==> src/design/hck_pkg.sv <==
package hck_pkg;

  localparam int KEY_W = 32;
  localparam int CNT_W = 32;
  localparam int CFG_W = 11;
  localparam logic [CFG_W-1:0] CFG_RESET = 11'd1024;

  // status of the remainder unit
  typedef struct packed {
    logic busy;
    logic done;
  } hck_div_stat_t;

endpackage

==> src/design/hck_mod.sv <==
module hck_mod #(
  parameter int NW = 11
) (
  input  logic                       clk,
  input  logic                       rst_n,
  input  logic                       start,
  input  logic [hck_pkg::KEY_W-1:0]  key,
  input  logic [NW-1:0]              n,
  output hck_pkg::hck_div_stat_t     stat,
  output logic [NW-1:0]              rem
);
  import hck_pkg::*;

  localparam int CW = $clog2(KEY_W);

  logic [NW-1:0]    rem_r, rem_nxt;
  logic [KEY_W-1:0] key_r;
  logic [NW-1:0]    n_r;
  logic [CW-1:0]    cnt_r;
  logic             busy_r, done_r;
  logic [NW:0]      trial;

  // one restoring step: shift in the next key bit, subtract if it fits
  always_comb begin
    trial = {rem_r, key_r[KEY_W-1]};
    if (trial >= {1'b0, n_r}) begin
      rem_nxt = NW'(trial - {1'b0, n_r});
    end else begin
      rem_nxt = NW'(trial);
    end
  end

  // control: one key bit per cycle, most significant first
  always_ff @(posedge clk) begin
    if (!rst_n) begin
      busy_r <= 1'b0;
      done_r <= 1'b0;
      cnt_r  <= '0;
    end else begin
      done_r <= 1'b0;
      if (start && !busy_r) begin
        busy_r <= 1'b1;
        cnt_r  <= CW'(KEY_W - 1);
      end else if (busy_r) begin
        cnt_r <= cnt_r - 1'b1;
        if (cnt_r == '0) begin
          busy_r <= 1'b0;
          done_r <= 1'b1;
        end
      end
    end
  end

  // datapath
  always_ff @(posedge clk) begin
    if (start && !busy_r) begin
      rem_r <= '0;
      key_r <= key;
      n_r   <= n;
    end else if (busy_r) begin
      rem_r <= rem_nxt;
      key_r <= {key_r[KEY_W-2:0], 1'b0};
    end
  end

  assign stat.busy = busy_r;
  assign stat.done = done_r;
  assign rem       = rem_r;
endmodule
==> config.mk <==
export PLATFORM = sky130hd
export DESIGN_NAME = hck_mod
export DESIGN_NICKNAME = d
export VERILOG_FILES = /design/src/design/hck_pkg.sv /design/src/design/hck_mod.sv
export SDC_FILE = /design/constraint.sdc
export NUM_CORES = 1
export LEC_CHECK = 0
export ABC_AREA = 0
export BUFFER_PORTS_ARGS = -buffer_cell sky130_fd_sc_hd__buf_2
export CELL_PAD_IN_SITES_DETAIL_PLACEMENT = 0
export CELL_PAD_IN_SITES_GLOBAL_PLACEMENT = 1
export CORE_ASPECT_RATIO = 1.5
export CORE_MARGIN = 2
export CORE_UTILIZATION = 40
export CTS_BUF_LIST = sky130_fd_sc_hd__clkbuf_4 sky130_fd_sc_hd__clkbuf_8
export CTS_CLUSTER_SIZE = 14
export DETAILED_ROUTE_END_ITERATION = 7
export HOLD_SLACK_MARGIN = 0.1
export PLACE_DENSITY = 0.7
export SYNTH_ARGS = -nofsm -noshare
export SYNTH_HDL_FRONTEND = slang
export SYNTH_SLANG_ARGS = --single-unit
==> constraint.sdc <==
create_clock -name clk -period 3.2 [get_ports clk]
set_clock_uncertainty 0.2 [all_clocks]
set_input_delay 0.48 -clock clk [delete_from_list [all_inputs] [get_ports clk]]
set_output_delay 0.48 -clock clk [all_outputs]
set_load 0.02 [all_outputs]
# Word-level counts from Yosys, hierarchy flattened
# Cells that the tools add are included.
word_totals:
  regBits: 61
  inputBits: 46
  output_inout_bits: 13
  elab_cells: 25
classes:
  addsub: 2
  magnitude_cmp: 1
  muxes: 9
  bitwise_logic: 2
  n_reduce_logical: 5
op_table:
  columns: ["op", "n"]
  rows:
  - ["32-bit two-way mux", 2]
  - ["12-bit by 11-bit greater-or-equal comparator with 1-bit output", 1]
  - ["11-bit two-way mux", 1]
  - ["11-bit subtractor", 1]
  - ["5-bit two-way mux", 2]
  - ["5-bit zero test", 1]
  - ["5-bit by 1-bit subtractor with 5-bit output, second input constant", 1]
  - ["1-bit two-way mux", 4]
  - ["3-bit OR reduction", 1]
  - ["1-bit inverter", 2]
  - ["2-bit nonzero test", 1]
  - ["1-bit logical AND", 1]
  - ["1-bit zero test", 1]

# Longest topological paths before layout
# Gate-level depths: netlist of the first run.
logic_depth:
  depth_word: 4
  mapped_depth: 11
  depth_no_buf: 9

# Worst setup path before layout of the first run
# OpenSTA, ideal clock, no wires.
synth_path:
  kind: "reg-to-reg"
  start: "register rem_r[0], in the netlist rem[0]"
  end: "register rem_r[10], in the netlist rem[10]"
  setup_time_ps: 125
  t_arrival_ps: 2055
  required_ps: 2875
  path_slack_ps: 821
  stages_incl_launch_ff: 11
  path_buffers: 2
  synth_period_minus_slack_ps: 2379
  cell_sequence: "dfxtp_1 inv_1 fa_1 a21boi_1 o21ai_1 a31oi_1 o21a_1 buf_6 buf_6 a32oi_1 o31ai_1"
synth_via:
  elab_chain_len: 2
  elab_cells_between_ends: 3
  cone_classes: "1 x add/sub; 1 x order compare; 1 x mux"
synth_rtl:
  columns: ["element", "line", "text"]
  rows:
  - ["start: declaration", "hck_mod.sv:16", "logic [NW-1:0] rem_r, rem_nxt;"]
  - ["start signal: assignment", "hck_mod.sv:61", "rem_r <= rem_nxt;"]
  - ["11-bit subtractor or 12-bit by 11-bit greater-or-equal comparator with 1-bit output (tied branches)", "hck_mod.sv:27, hck_mod.sv:26", null]
  - ["11-bit two-way mux (*)", "hck_mod.sv:26", "if (trial >= {1'b0, n_r}) begin"]
# Mark *: on every way between the ends. The rest lies on a longest branch, timed or not.
# A chain may end at the register's enable or synchronous reset.

# Worst setup path in the final report of the first run
layout_path:
  start: "register key_r[31]"
  end: "register rem_r[8], in the netlist rem[8]"
layout_via:
  elab_chain_len: 2
  elab_cells_between_ends: 3
  cone_classes: "1 x add/sub; 1 x order compare; 1 x mux"
layout_rtl:
  columns: ["element", "line", "text"]
  rows:
  - ["start: declaration", "hck_mod.sv:17", "logic [KEY_W-1:0] key_r;"]
  - ["start signal: assignment", "hck_mod.sv:58", "key_r <= key;"]
  - ["start signal: assignment", "hck_mod.sv:62", "key_r <= {key_r[KEY_W-2:0], 1'b0};"]
  - ["11-bit subtractor or 12-bit by 11-bit greater-or-equal comparator with 1-bit output (tied branches)", "hck_mod.sv:27, hck_mod.sv:26", null]
  - ["11-bit two-way mux (*)", "hck_mod.sv:26", null]
# Marked as above.

==> results.cfg, run 1 <==
[cells_and_area]
drive_gt1_share_pct = 34.69
antenna_cells = 0
final_cell_mix = 58 x buf_2, 43 x edfxtp_1, 31 x mux2_2
final_common_cell = buf_2
final_nets = 375
areaGrowthSynthToFinish_pct = 22.18
fin_area_mm2 = 0.003709

[logic_synthesis]
dominantRegCellSynth = edfxtp_1
synth-seq-cells = 61
synthArstFlopShare_pct = 0
synthesis.area_mm2 = 0.003035
synth_warnings = 0
post_synth_and_or_nand_nor_area_fraction_pct = 8.656
synth_cell_types = 48
syn_inst = 246
synth_top_family_by_area = multiplexers
synth_fa_ha_area_share_pct = 6.018
synth_compound_area_share_pct = 11.21
synth_mux_area_share_pct = 12.49
synth-seq-area-share_pct = 54.41
syn_nets = 306
synth_edf_count = 43
synthXorXnorAreaFrac_pct = 2.597
syn_area_per_cell_um2 = 12.34

[drt]
drc = 0
avgRoutedWirePerCell_um = 14.12
drtPass1Iterations = 4
dr.first_iter.drc_count = 88
vias_per_cell = 5.079
vias = 2133
ant_nets = 0
routed_wl_mm = 5.929

[timing]
finalCritPeriodShare_pct = 79.25
slew_violations = 0
relSlewSlack_pct = 55.06
rsz0062_at_grt = false
tns_ns = 0
final.min_clock_period_ns = 2.536
hold_viol = 0
worst_slack_ns = 0.6640
setup_viol = 0
fmax_ghz = 0.3943
worstMarginPinSlew_ns = 0.6740

[critical_path]
cpPeakStageDelay_ns = 0.58
cp.required_ns = 3.24
crit_chain = inv_1, ha_1, fa_1, a21boi_1, o21ai_1, a31oi_1, o21a_1, nand2b_1, a31o_1
critical_path_arrival_ns = 2.57
critPathCaptureType = flop
critical_path.slowest_cell = o21a_1
start_kind = flop
crit_path_max_fanout = 18
path_class = reg -> reg

[clock_tree]
numCtsBuffers = 9
cts_tree = built
cts_buffer_depth = 2
worstSkewPairLatency_ns = 0.34
clockRootBuffer = clkbuf_8
clkTransAtPathRegs_ns = 0.07
cts_resized = 0
clock_sinks = 61
cts_setup_buffers = 0
cts_max_level = 3
hold_buffers = 9

[global_routing]
antenna_found_initial = 0
grt_pass1_wl_mm = 9.742
gr-total-overflow = 0
grtUsageTotal_pct = 15.51
grt_start_max_net_pins = 38
grt_pass1_vias = 2171

[power_and_ir_drop]
switching_power_mw = 0.8929
totalPowerFinal_mw = 2.650
swShare_pct = 33.70
sequentialPowerShare_pct = 41.0
ir_drop_mv = 0.3515
p_per_area_mw_per_mm2 = 714.4
p_leak_nw = 1.572
comb_power_share_pct = 34.4
p_clk_share_pct = 24.6
power.internal_mw = 1.757

[place]
dp_hpwl_mm = 4.241
io_buffer_count = 58
place_area_mm2 = 0.003433
gp_congestion = 0.8377
dp_slack_ns = 0.6587

[floorplan]
dieArea_mm2 = 0.008316
die_h_um = 110.7
std_cell_rows = 38
core_area_mm2 = 0.007274
top_level_ports = 59
start_util_pct = 41.73
dieWidth_um = 75.13

[job]
cap_violations = 0

[outcome]
status = complete, no violations

[min_path]
hold_class = in -> reg
per-layer routing:
| metal | vias to the layer above | wire length [µm] | global-route usage (%) |
|---|---|---|---|
| met4 | 0 | 134 | 8.452 |
| li1 | 1059 | - | - |
| met2 | 51 | 3072 | 25.26 |
| met5 | - | 0 | 0 |
| met3 | 13 | 335 | 5.455 |
| met1 | 1010 | 2387 | 16.99 |
stage by stage:
step,hold WS (ns),cells,util [%]
after floorplan,0.2796,246,-
after global routing,0.1001,420,50.98
final,0.1224,420,50.98
after CTS,0.1065,420,50.98
after global placement,0.2753,395,47.20
after detailed placement,0.2873,395,47.20
kinds of logic after synthesis:
logic type | count (synthesis)
xor gates and xnor gates | 9
buffers and inverters | 29
DFF | 61
and+or+nand+nor | 51
adders and majority gates | 14
muxes | 34
AOI/OAI and AO/OA | 48
sequential cells by signal (all words and copies together) (netlist names):
register  count
busy_r        1
cnt_r         5
done_r        1
key_r        32
n_r          11
rem          11
worst paths after layout:
path | start | slack (ns) | depth (start not counted) | endpoint
worst max-delay path | key_r[31] | 0.66 | 9 | rem[8]
worst min-delay path | n[1] | 0.12 | 1 | n_r[1]
worst max register to register | key_r[31] | 0.66 | 9 | rem[8]
worst min register to register | rem[3] | 0.29 | 2 | rem[3]
cell usage after synthesis, drive strengths merged (4+ instances only):
cell    count  area share [%]
a21oi       8             1.3
a32oi       5             1.4
buf        10             2.3
dfxtp      18              12
edfxtp     43              43
ha         13             5.4
inv        15             1.9
mux2       31              12
nand2      15             1.9
nand2b      4            0.82
nand3       8             1.3
nor2        7            0.87
o21ai      10             1.6
o31ai       4            0.99
xor2        6             1.7
worst max-delay path: cells and delay by family, from the launching register on:
kind	cells	cell delay, ns
fa+ha+maj	2	0.40
simple gates	1	0.13
compound gates	5	1.25
flops	1	0.38
buf+inv	1	0.07
power by group through the flow:
stage / Combinational (mW) / Sequential (mW) / Clock [mW]
3_3_place_gp: 0.912 / 1.11 / 0
2_1_floorplan: 0.658 / 1.15 / 0
4_1_cts: 0.924 / 1.09 / 0.678
5_1_grt: 1.01 / 1.11 / 0.709
6_report: 0.911 / 1.09 / 0.652
3_5_place_dp: 0.911 / 1.11 / 0
cell type report:
type                            count  area, µm²
Timing Repair Buffer               71      435.4
Inverter                           16      60.06
Fill cell                         682       3566
Sequential cell                    61       1652
Clock inverter                      6      53.80
Tap cell                          100      125.1
Multi-Input combinational cell    156       1251
Clock buffer                       10      131.4
(Power assumes the default switching activity.)
==> run 2, diff against run 1 <==
--- a/config.mk
+++ b/config.mk
@@ -16,7 +16,7 @@
 export CTS_CLUSTER_SIZE = 14
 export DETAILED_ROUTE_END_ITERATION = 7
 export HOLD_SLACK_MARGIN = 0.1
-export PLACE_DENSITY = 0.7
+export PLACE_DENSITY = 0.73
 export SYNTH_ARGS = -nofsm -noshare
 export SYNTH_HDL_FRONTEND = slang
 export SYNTH_SLANG_ARGS = --single-unit
==> constraint.sdc (replaced) <==
create_clock -name clk -period 2.1 [get_ports clk]
set_clock_uncertainty 0.2 [all_clocks]
set_input_delay 0.315 -clock clk [delete_from_list [all_inputs] [get_ports clk]]
set_output_delay 0.315 -clock clk [all_outputs]
set_load 0.02 [all_outputs]
==> run 2 against run 1 <==
Compared with the run above: the run now ends with setup timing left; critical path depth stayed put; die area unchanged; largest power group is now combinational cells; total power is 81% higher; register-to-register slack got worse by 0.87 ns; sequential share of layout area down 7.1 points; sequential cell count did not move; global-route usage is 2.5 points higher; count of clock-buffer cells in the layout unchanged; combinational power increased by 120%; worst hold slack got worse by 0.0036 ns; routed wire length rose by 16%; non-clock buffer count rose by 62; highest routed layer unchanged.
==> results.cfg, run 2 (synthesis gave the netlist of run 1 again) <==
[outcome]
status = finished, violations left
violations = setup timing

[timing]
worstMarginPinSlew_ns = 0.4813
fmax_ghz = 0.4339
rsz0062_at_grt = true
setup_viol = 11
tns_ns = -1.774
final.min_clock_period_ns = 2.304
worst_slack_ns = -0.2044
finalCritPeriodShare_pct = 109.7
relSlewSlack_pct = 67.87
slew_violations = 0
hold_viol = 0

[drt]
ant_nets = 0
vias = 2378
drtPass1Iterations = 4
drc = 0
dr.first_iter.drc_count = 73
avgRoutedWirePerCell_um = 14.22
vias_per_cell = 4.934
routed_wl_mm = 6.854

[min_path]
hold_class = in -> reg

[cells_and_area]
final_cell_mix = 58 x buf_2, 44 x dlygate4sd3_1, 43 x edfxtp_1
fin_area_mm2 = 0.004410
largest_reg_flops = 32
final_nets = 437
drive_gt1_share_pct = 40.31
final_common_cell = buf_2
areaGrowthSynthToFinish_pct = 45.30
nFillCells = 582
final_cells = 482
regArea_mm2 = 0.001653
multi_input_comb_area_mm2 = 0.001341
top_register = key_r
antenna_cells = 0

[clock_tree]
cts_tree = built
clockRootBuffer = clkbuf_8
worstSkewPairLatency_ns = 0.36
clock_sinks = 61
cts_max_level = 3
cts_buffer_depth = 2
clkTransAtPathRegs_ns = 0.07
numCtsBuffers = 9

[power_and_ir_drop]
ir_drop_mv = 0.6479
p_per_area_mw_per_mm2 = 1087
p_leak_nw = 1.905

[critical_path]
critical_path_arrival_ns = 2.34
path_class = reg -> reg
start_kind = flop
crit_path_max_fanout = 7
cp.required_ns = 2.14
critPathCaptureType = flop

[floorplan]
core_area_mm2 = 0.007274
std_cell_rows = 38
start_util_pct = 41.73
dieWidth_um = 75.13
dieArea_mm2 = 0.008316
top_level_ports = 59
die_h_um = 110.7

[global_routing]
grt_pass1_vias = 2510
antenna_found_initial = 0
gr-total-overflow = 0
grt_start_max_net_pins = 44
grt_pass1_wl_mm = 11.26
grtUsageTotal_pct = 17.96

[place]
place_area_mm2 = 0.003640
io_buffer_count = 58
dp_hpwl_mm = 4.457
dp.cells = 420
gp_congestion = 0.8048

[job]
cap_violations = 0
==> run 2: path summary, 6_finish.rpt <==
| check | end | slack, ns | cells after the start | from |
|---|---|---|---|---|
| max reg2reg | rem[6] | -0.20 | 9 | n_r[0] |
| min reg2reg | cnt_r[0] | 0.32 | 2 | cnt_r[0] |
| max | rem[6] | -0.20 | 9 | n_r[0] |
| min | cnt_r[0] | 0.12 | 3 | start |
==> run 2: routing by layer <==
| layer | wire [µm] | track usage, % | share of wire, % | up-vias |
|---|---|---|---|---|
| li1 | - | - | - | 1183 |
| met1 | 2862 | 19.76 | 42 | 1119 |
| met2 | 3535 | 29.77 | 52 | 61 |
| met3 | 282 | 6.182 | 4.1 | 15 |
| met4 | 173 | 8.810 | 2.5 | 0 |
| met5 | 0 | 0 | 0 | - |
==> run 2: stage by stage <==
step	util, %	hold slack [ns]	worst slack [ns]	power (mW)
2_1_floorplan	-	0.2139	-0.1241	2.762
3_3_place_gp	50.03	0.2931	-0.1149	3.398
3_5_place_dp	50.03	0.2936	-0.1592	3.412
4_1_cts	59.15	0.1123	-0.1531	4.628
5_1_grt	60.63	0.1216	-0.3492	5.075
6_report	60.63	0.1189	-0.2044	4.793
==> run 2: power by group <==
group          total, mW  switching [mW]  internal [mW]
Sequential          1.62           0.106           1.52
Clock               1.13           0.466          0.669
Combinational       2.03            1.01           1.03
==> run 2: timing repair <==
item	CTS	global route
buffers inserted	0	1
endpoints found under the setup margin	11	11
pin swaps	0	8
gates cloned	0	1
gates resized for setup	3	14
hold buffers	44	0
hold endpoints to repair	49	0
==> run 2: area by class of cell <==
type | instances | share of cell area (%)
sequential | 61 | 37.48
clock inverter | 6 | 1.759
tap | 100 | 2.837
multi-input combinational | 156 | 30.41
inverter | 16 | 1.362
clock buffer | 10 | 2.979
timing repair buffer | 133 | 23.18
==> run 2: worst max-delay path: stages, from the launching register on <==
cell and delay [ns]:
edfxtp_1 0.41, ha_4 0.19, fa_2 0.33, a21boi_1 0.14
o21ai_1 0.12, a31oi_1 0.10, o21a_2 0.29, buf_12 0.16
a32oi_1 0.18, o31ai_1 0.09
==> run 3, diff against run 2 <==
--- a/config.mk
+++ b/config.mk
@@ -10,7 +10,7 @@
 export CELL_PAD_IN_SITES_DETAIL_PLACEMENT = 0
 export CELL_PAD_IN_SITES_GLOBAL_PLACEMENT = 1
 export CORE_ASPECT_RATIO = 1.5
-export CORE_MARGIN = 2
+export CORE_MARGIN = 5
 export CORE_UTILIZATION = 40
 export CTS_BUF_LIST = sky130_fd_sc_hd__clkbuf_4 sky130_fd_sc_hd__clkbuf_8
 export CTS_CLUSTER_SIZE = 14
==> run 3 against run 2 <==
Compared with the run above: the flow still finishes with violations (setup timing); sequential share of layout area grew 0.075 points; clock power fell by 11%; count of clock-buffer cells in the layout up 1; utilization shrank 2.1 points; largest power group unchanged; highest routed layer unchanged.
==> results.cfg, run 3 (synthesis gave the netlist of run 1 again) <==
[floorplan]
top_level_ports = 59
core_area_mm2 = 0.007515
dieArea_mm2 = 0.009466
die_h_um = 116.7
dieWidth_um = 81.13
start_util_pct = 40.39
std_cell_rows = 39

[drt]
drc = 0
routed_wl_mm = 7.174
vias = 2397
vias_per_cell = 4.932
drtPass1Iterations = 4
dr.first_iter.drc_count = 75
ant_nets = 0
avgRoutedWirePerCell_um = 14.76

[place]
gp_congestion = 0.8835
io_buffer_count = 58
place_area_mm2 = 0.003642
dp.cells = 422
dp_hpwl_mm = 4.670

[critical_path]
cpPeakStageDelay_ns = 0.36
cp.buffers_inverters = 2
critical_path.slowest_cell = edfxtp_1
cp_top_family = compound AO/OA/AOI/OAI gates
start_kind = flop
timing.rr.start = key_r[31]
crit_path_max_fanout = 6
crit_chain = inv_1, ha_2, fa_2, a21boi_1, o21ai_1, a31oi_1, o21a_2, buf_12, a32oi_1, o31ai_1
critPathCaptureType = flop
cp.required_ns = 2.12
rrSetupSlack_ns = -0.18
path_class = reg -> reg
rr_endpoint = rem[6]
r2r_cells = 10
critical_path_arrival_ns = 2.30

[min_path]
min_from = start
hold-path-cell-count = 3
hold_class = in -> reg
worstHoldEndpoint = cnt_r[1]

[clock_tree]
clock_sinks = 61
worstSkewPairLatency_ns = 0.34
numCtsBuffers = 9
clkTransAtPathRegs_ns = 0.06
clockRootBuffer = clkbuf_8
cts_max_level = 3
cts_tree = built
cts_buffer_depth = 2

[cells_and_area]
drive_gt1_share_pct = 40.36
final_cells = 486
antenna_cells = 0
areaGrowthSynthToFinish_pct = 45.01
final_nets = 439
fin_area_mm2 = 0.004402
largest_reg_flops = 32
final_cell_mix = 58 x buf_2, 44 x dlygate4sd3_1, 43 x edfxtp_1
final_common_cell = buf_2
top_register = key_r

[global_routing]
antenna_found_initial = 0
gr-total-overflow = 0
grt_start_max_net_pins = 44
grt_pass1_vias = 2539
grt_pass1_wl_mm = 11.52
grtUsageTotal_pct = 16.36

[timing]
rsz0062_at_grt = true
setup_viol = 11
hold_viol = 0
finalCritPeriodShare_pct = 108.7
worstMarginPinSlew_ns = 0.4027
final.min_clock_period_ns = 2.283
slew_violations = 0
fmax_ghz = 0.4379
worst_slack_ns = -0.1834
relSlewSlack_pct = 72.99

[job]
cap_violations = 0

[power_and_ir_drop]
p_per_area_mw_per_mm2 = 1067
p_leak_nw = 1.898
ir_drop_mv = 0.5854

[outcome]
violations = setup timing
status = finished, violations left
==> run 3: timing repair <==
action / in CTS / in global routing
setup buffers: 2 / 1
gates resized for setup: 7 / 8
gates cloned: 0 / 1
hold endpoints to repair: 49 / 0
pin swaps: 3 / 5
hold buffers: 44 / 0
setup endpoints to repair: 11 / 11
==> run 3: power breakdown <==
| part | internal (mW) | switching (mW) |
|---|---|---|
| registers | 1.52 | 0.0997 |
| clock network | 0.566 | 0.447 |
| logic | 1.05 | 1.01 |
==> run 3: per-layer routing <==
metal / global-route usage [%] / share of wire (%) / vias up
met5: 0 / 0 / -
met4: 7.554 / 2.2 / 0
met3: 5.401 / 5.9 / 16
met2: 30.55 / 56 / 78
met1: 15.90 / 36 / 1116
li1: - / - / 1187
==> run 3: layout make-up <==
type,count,area (µm²)
Inverter,16,60.06
Multi-Input combinational cell,156,1334
Timing Repair Buffer,135,1037
Tap cell,102,127.6
Sequential cell,61,1653
Clock buffer,11,138.9
Fill cell,644,3113
Clock inverter,5,51.30
==> run 3: how the worst max path moves through the flow <==
stage                          from       to  slack [ns]  cells past startpoint
after floorplan           key_r[31]  rem[10]       -0.12                     11
after global placement    key_r[31]  rem[10]        -0.1                     10
after detailed placement  key_r[31]  rem[10]       -0.18                     10
after CTS                 key_r[31]  rem[10]       -0.18                     10
after global routing      key_r[31]  rem[10]       -0.28                     10
final                     key_r[31]   rem[6]       -0.18                     10
==> run 3: worst register-to-register path, stage by stage, from the launching register on <==
cell	delay, ns
edfxtp_1	0.36
inv_1	0.06
ha_2	0.19
fa_2	0.33
a21boi_1	0.13
o21ai_1	0.14
a31oi_1	0.09
o21a_2	0.26
buf_12	0.15
a32oi_1	0.18
o31ai_1	0.09
==> run 3: stage by stage <==
step | hold slack (ns) | power [mW] | TNS, ns | setup slack (ns) | util [%]
finish | 0.1674 | 4.695 | -1.538 | -0.1834 | 58.57
global route | 0.1844 | 4.989 | -2.601 | -0.2818 | 58.57
CTS | 0.1553 | 4.593 | -1.353 | -0.1836 | 57.53
detailed placement | 0.2932 | 3.436 | -1.328 | -0.1833 | 48.47
global placement | 0.2931 | 3.424 | -0.7311 | -0.09909 | 48.47
floorplan | 0.2139 | 2.762 | -0.5323 | -0.1241 | -
